File: config.mk
export PLATFORM = sky130hd
export DESIGN_NAME = skc_ctrl
export DESIGN_NICKNAME = d
export VERILOG_FILES = /design/src/hdl/skc_pkg.sv /design/src/hdl/skc_ctrl.sv
export SDC_FILE = /design/constraint.sdc
export NUM_CORES = 1
export LEC_CHECK = 0
export BUFFER_PORTS_ARGS = -buffer_cell sky130_fd_sc_hd__buf_4
export CAP_MARGIN = 25
export CORE_AREA = 4 4 41 43
export CTS_CLUSTER_DIAMETER = 100
export DETAILED_ROUTE_END_ITERATION = 10
export DIE_AREA = 0 0 45 47
export PLACE_DENSITY = 0.52
export SYNTH_ARGS = -nofsm -noshare
export SYNTH_HDL_FRONTEND = slang
export SYNTH_SLANG_ARGS = --single-unit
File: constraint.sdc
create_clock -name clk -period 3 [get_ports clk]
set_input_delay 0.45 -clock clk [delete_from_list [all_inputs] [get_ports clk]]
set_output_delay 0.45 -clock clk [all_outputs]
set_load 0.005 [all_outputs]
File: src/hdl/skc_pkg.sv
`default_nettype none
package skc_pkg;

    localparam int FRAC = 16;
    localparam int CNT_EXT_W = 26;

    // controller steps; each also names the command the datapath executes
    localparam logic [4:0] OP_IDLE    = 5'd0;
    localparam logic [4:0] OP_CAPTURE = 5'd1;
    localparam logic [4:0] OP_SQX     = 5'd2;
    localparam logic [4:0] OP_SQY     = 5'd3;
    localparam logic [4:0] OP_SQZ     = 5'd4;
    localparam logic [4:0] OP_SQD     = 5'd5;
    localparam logic [4:0] OP_ROOT    = 5'd6;
    localparam logic [4:0] OP_QM      = 5'd7;
    localparam logic [4:0] OP_QC      = 5'd8;
    localparam logic [4:0] OP_X2      = 5'd9;
    localparam logic [4:0] OP_X3      = 5'd10;
    localparam logic [4:0] OP_ACC     = 5'd11;
    localparam logic [4:0] OP_C0      = 5'd12;
    localparam logic [4:0] OP_C1      = 5'd13;
    localparam logic [4:0] OP_C2      = 5'd14;
    localparam logic [4:0] OP_RS      = 5'd15;
    localparam logic [4:0] OP_D0      = 5'd16;
    localparam logic [4:0] OP_D1      = 5'd17;
    localparam logic [4:0] OP_SAL     = 5'd18;
    localparam logic [4:0] OP_EMIT    = 5'd19;
    localparam logic [4:0] OP_NONE    = 5'd20;

    localparam logic [2:0] REG_SENSOR_X  = 3'd0;
    localparam logic [2:0] REG_SENSOR_Y  = 3'd1;
    localparam logic [2:0] REG_SENSOR_Z  = 3'd2;
    localparam logic [2:0] REG_INV_SMOOTH = 3'd3;
    localparam logic [2:0] REG_SCALE     = 3'd4;
    localparam logic [2:0] REG_SAT_LEVEL = 3'd5;
    localparam logic [2:0] REG_REF_SAL   = 3'd6;
    localparam logic [2:0] REG_PLUME_SAL = 3'd7;

    localparam logic [31:0] ONE_Q32   = 32'h0001_0000;
    localparam logic [31:0] REF_RESET = 32'h0023_0000;

    typedef struct packed {
        logic [4:0] op;
    } cmd_t;

    typedef struct packed {
        logic last_item;
        logic root_done;
        logic out_free;
    } stat_t;

endpackage
`default_nettype wire

File: src/hdl/skc_ctrl.sv
`default_nettype none
module skc_ctrl
(
    input  wire              clk,
    input  wire              rst_n,
    input  wire              in_valid,
    output logic             in_ready,
    input  wire skc_pkg::stat_t stat,
    output skc_pkg::cmd_t    cmd
);

    logic [4:0] state_reg;
    logic [4:0] state_next;

    always_ff @(posedge clk or negedge rst_n)
    begin
        if (!rst_n)
            state_reg <= skc_pkg::OP_IDLE;
        else
            state_reg <= state_next;
    end

    assign in_ready = (state_reg == skc_pkg::OP_IDLE);

    always_comb
    begin
        state_next = state_reg;
        cmd.op     = state_reg;
        case (state_reg)
            skc_pkg::OP_IDLE:
            begin
                cmd.op = in_valid ? skc_pkg::OP_CAPTURE : skc_pkg::OP_NONE;
                if (in_valid)
                    state_next = skc_pkg::OP_SQX;
            end
            skc_pkg::OP_SQX:  state_next = skc_pkg::OP_SQY;
            skc_pkg::OP_SQY:  state_next = skc_pkg::OP_SQZ;
            skc_pkg::OP_SQZ:  state_next = skc_pkg::OP_SQD;
            skc_pkg::OP_SQD:  state_next = skc_pkg::OP_ROOT;
            skc_pkg::OP_ROOT:
            begin
                if (stat.root_done)
                    state_next = skc_pkg::OP_QM;
            end
            skc_pkg::OP_QM:   state_next = skc_pkg::OP_QC;
            skc_pkg::OP_QC:   state_next = skc_pkg::OP_X2;
            skc_pkg::OP_X2:   state_next = skc_pkg::OP_X3;
            skc_pkg::OP_X3:   state_next = skc_pkg::OP_ACC;
            skc_pkg::OP_ACC:
            begin
                state_next = stat.last_item ? skc_pkg::OP_C0 : skc_pkg::OP_IDLE;
            end
            skc_pkg::OP_C0:   state_next = skc_pkg::OP_C1;
            skc_pkg::OP_C1:   state_next = skc_pkg::OP_C2;
            skc_pkg::OP_C2:   state_next = skc_pkg::OP_RS;
            skc_pkg::OP_RS:   state_next = skc_pkg::OP_D0;
            skc_pkg::OP_D0:   state_next = skc_pkg::OP_D1;
            skc_pkg::OP_D1:   state_next = skc_pkg::OP_SAL;
            skc_pkg::OP_SAL:  state_next = skc_pkg::OP_EMIT;
            skc_pkg::OP_EMIT:
            begin
                cmd.op = stat.out_free ? skc_pkg::OP_EMIT : skc_pkg::OP_NONE;
                if (stat.out_free)
                    state_next = skc_pkg::OP_IDLE;
            end
            default:
            begin
                cmd.op     = skc_pkg::OP_NONE;
                state_next = skc_pkg::OP_IDLE;
            end
        endcase
    end

endmodule
`default_nettype wire

==> flow_metrics.tcl <==
set metrics [dict create \
    finalSetupViolCount 0 \
    critPathTopFamily "simple AND/OR/NAND/NOR gates" \
    path_class "flip-flop to primary output" \
    yosys.area.top_type "dfrtp_1" \
    status "complete, no violations" \
    p_comb_share_pct 51.2 \
    rows 13 \
    critical_path.max_stage_delay_ns 0.50 \
    p_int_uw 327 \
    diodes 0 \
    cp.depth 4 \
    finClkSkew_ns 0.00458 \
    pwr_density_cell_nw_per_um2 1050 \
    totalNegativeSetupSlack_ns 0 \
    final_max_slew_viol_count 0 \
    startpoint_type "flip-flop" \
    cts_post_setup_buffers_inserted 0 \
    grt_max_degree 19 \
    p_clk_share_pct 13.7 \
    async_flop_share_pct 100 \
    reg2reg_setup_slack_ns 1.39 \
    p_leak_uw 0.000246 \
    synth.area.top_cells "dfrtp_1 (29%), nor2b_1 (5.9%), or3_1 (4.4%)" \
    largest_reg_flops 5 \
    hold_viol 0 \
    die_h_um 47 \
    multi_input_area_sq_um 267 \
    startpoint "state_reg[3]$_DFFE_PN0P_" \
    synth.top_cell.area_share_pct 29.4 \
    core_sq_um 1300 \
    clock_path_buffers 2 \
    wl_met2_um 468 \
    hold_slack_ns 0.539 \
    drc_errors 0 \
    wl_met1_um 447 \
    synthCells 53 \
    tightest_slew_ns 0.477 \
    peakVddDrop_mv 0.560 \
    routedWlPerCell_um 12.8 \
    synth_seq_cells 5 \
    reg2reg_from "state_reg[3]$_DFFE_PN0P_" \
    syn_area_per_cell_sq_um 8.03 \
    synthFlopType "dfrtp_1" \
    gp_congestion 0.689 \
    clockRootBuffer "clkbuf_4" \
    hold_path_class "input port to async pin" \
    syn_area_sq_um 425 \
    yosys-top-cells-count "dfrtp_1 (5), nor2b_1 (4)" \
    grt_first_pass_wirelength_mm 1.70 \
    initial_core_util_pct 32.7 \
    vias 443 \
    cts.sinks 5 \
    cp-end-kind "primary output" \
    routed_wirelength_mm 1.01 \
    synth_most_common_cell "dfrtp_1" \
    ant_nets 0 \
    cts_buffers 3 \
    die_area_sq_um 2120 \
    slew_headroom_pct 68.2 \
    period_share_pct 74.2 \
    antenna_found_initial 0 \
    pwr-share-seq_pct 35.1 \
    synth-seq-area-share_pct 29.4 \
    first_pass_iters 3 \
    timing.fmax_ghz 0.449 \
    via_per_inst 5.61 \
    synth_warnings 0 \
    swShare_pct 42.7 \
    regArea_sq_um 125 \
    syn-num-nets 59 \
    critPathBufInv 1 \
    cts_tree "built" \
    r2r.worst_path.cells 3 \
    rsz0062_at_grt "no" \
    drt-initial-drc-count 12 \
    areaGrowthSynthToFinish_pct 27.1 \
    io_pins 12 \
    p_sw_uw 243 \
    fill_cells 150 \
    final.min_clock_period_ns 2.23 \
    grt_usage_pct 11.6 \
    die_x_um 45 \
    grt_pass1_vias 389 \
    cp_slowest_cell "dfrtp_1" \
    crit_fanout 14 \
    finalNetCount 71 \
    clk_pin_slew_ns 0.04 \
    dr.max_layer_used "met4" \
    dr_wl_met3_um 68 \
    max_cap_viol_count 0 \
    crit_path_end "cmd[0]" \
    hpwl_um 715 \
    overflow 0 \
    cp.arrival_ns 1.78 \
    timing.rr.end "state_reg[0]$_DFFE_PN0P_" \
    yosys.cell_types.count 32 \
    clk_latency_ns 0.25 \
    drive_above_1_share_pct 23.4 \
    h-tree-depth 1 \
    cp.required_ns 2.55 \
    io_buffers 11 \
    synth-edff-count 0 \
    path_cells "or3_1, or2_0, a32o_1, buf_4" \
]
-- per-layer routing --
metal,global-route usage [%],vias to the layer above
li1,-,224
met1,14.0,203
met2,16.4,11
met3,5.75,5
met4,7.02,0
met5,0,-
-- power groups by stage --
stage               combinational, uW  sequential, uW  clock (uW)
finish                            292             200        78.2
global route                      328             212        88.5
CTS                               298             199        81.3
detailed placement                296             200           0
global placement                  300             203           0
floorplan                         260             123           0
-- worst register-to-register path: cells and delay by family, from the launching register on --
family	cells	cell delay (ns)
AO/OA/AOI/OAI	1	0.23
flip-flops	1	0.50
AND/OR/NAND/NOR	2	0.76
-- worst min-delay path by stage --
stage	to	slack, ns	depth (start not counted)
after floorplan	state_reg[0]$_DFFE_PN0P_	0.15	0
after global placement	state_reg[4]$_DFFE_PN0P_	0.26	1
after detailed placement	state_reg[4]$_DFFE_PN0P_	0.25	1
after CTS	state_reg[0]$_DFFE_PN0P_	0.53	2
after global routing	state_reg[0]$_DFFE_PN0P_	0.54	2
final	state_reg[0]$_DFFE_PN0P_	0.54	2
-- metrics by stage --
stage               worst slack, ns  instances  instance area [sq um]  total power, uW  util, %
floorplan                      1.33         53                    425              383        -
global placement               1.05         74                    504              504     38.8
detailed placement             1.03         74                    504              496     38.8
CTS                           0.763         79                    541              578     41.5
global route                  0.673         79                    541              629     41.5
finish                        0.775         79                    541              570     41.5
-- area by class of cell --
type                       instances  share of cell area [%]
sequential                         5                    23.1
clock buffer                       4                    4.86
inverter                           3                    2.08
timing repair buffer              12                    17.1
multi-input combinational         40                    49.3
tap                               15                    3.47
-- cell families (layout without fill, tap and decap cells) --
kind of cell    after synthesis  after routing  synth area share [%]
compound gates               17             17                  30.9
buf+inv                       8             19                  7.94
flops                         5              5                  29.4
simple gates                 23             23                  31.8
-- cells in the final DEF (no fill, tap or decap), types with 2 or more instances in the layout --
cell type,instances
a21oi_1,3
or3_1,3
a21o_1,2
nor2b_1,4
clkbuf_4,3
buf_4,11
o31ai_1,2
nand2_1,3
dfrtp_1,5
nand3_1,2
nor2_1,2
inv_1,2
-- timing repair --
action / in CTS / in global routing
resized for setup: 0 / 0
hold buffers: 1 / 0
hold endpoints to repair: 5 / 0
Note: power is estimated with default switching activity, not from simulation.
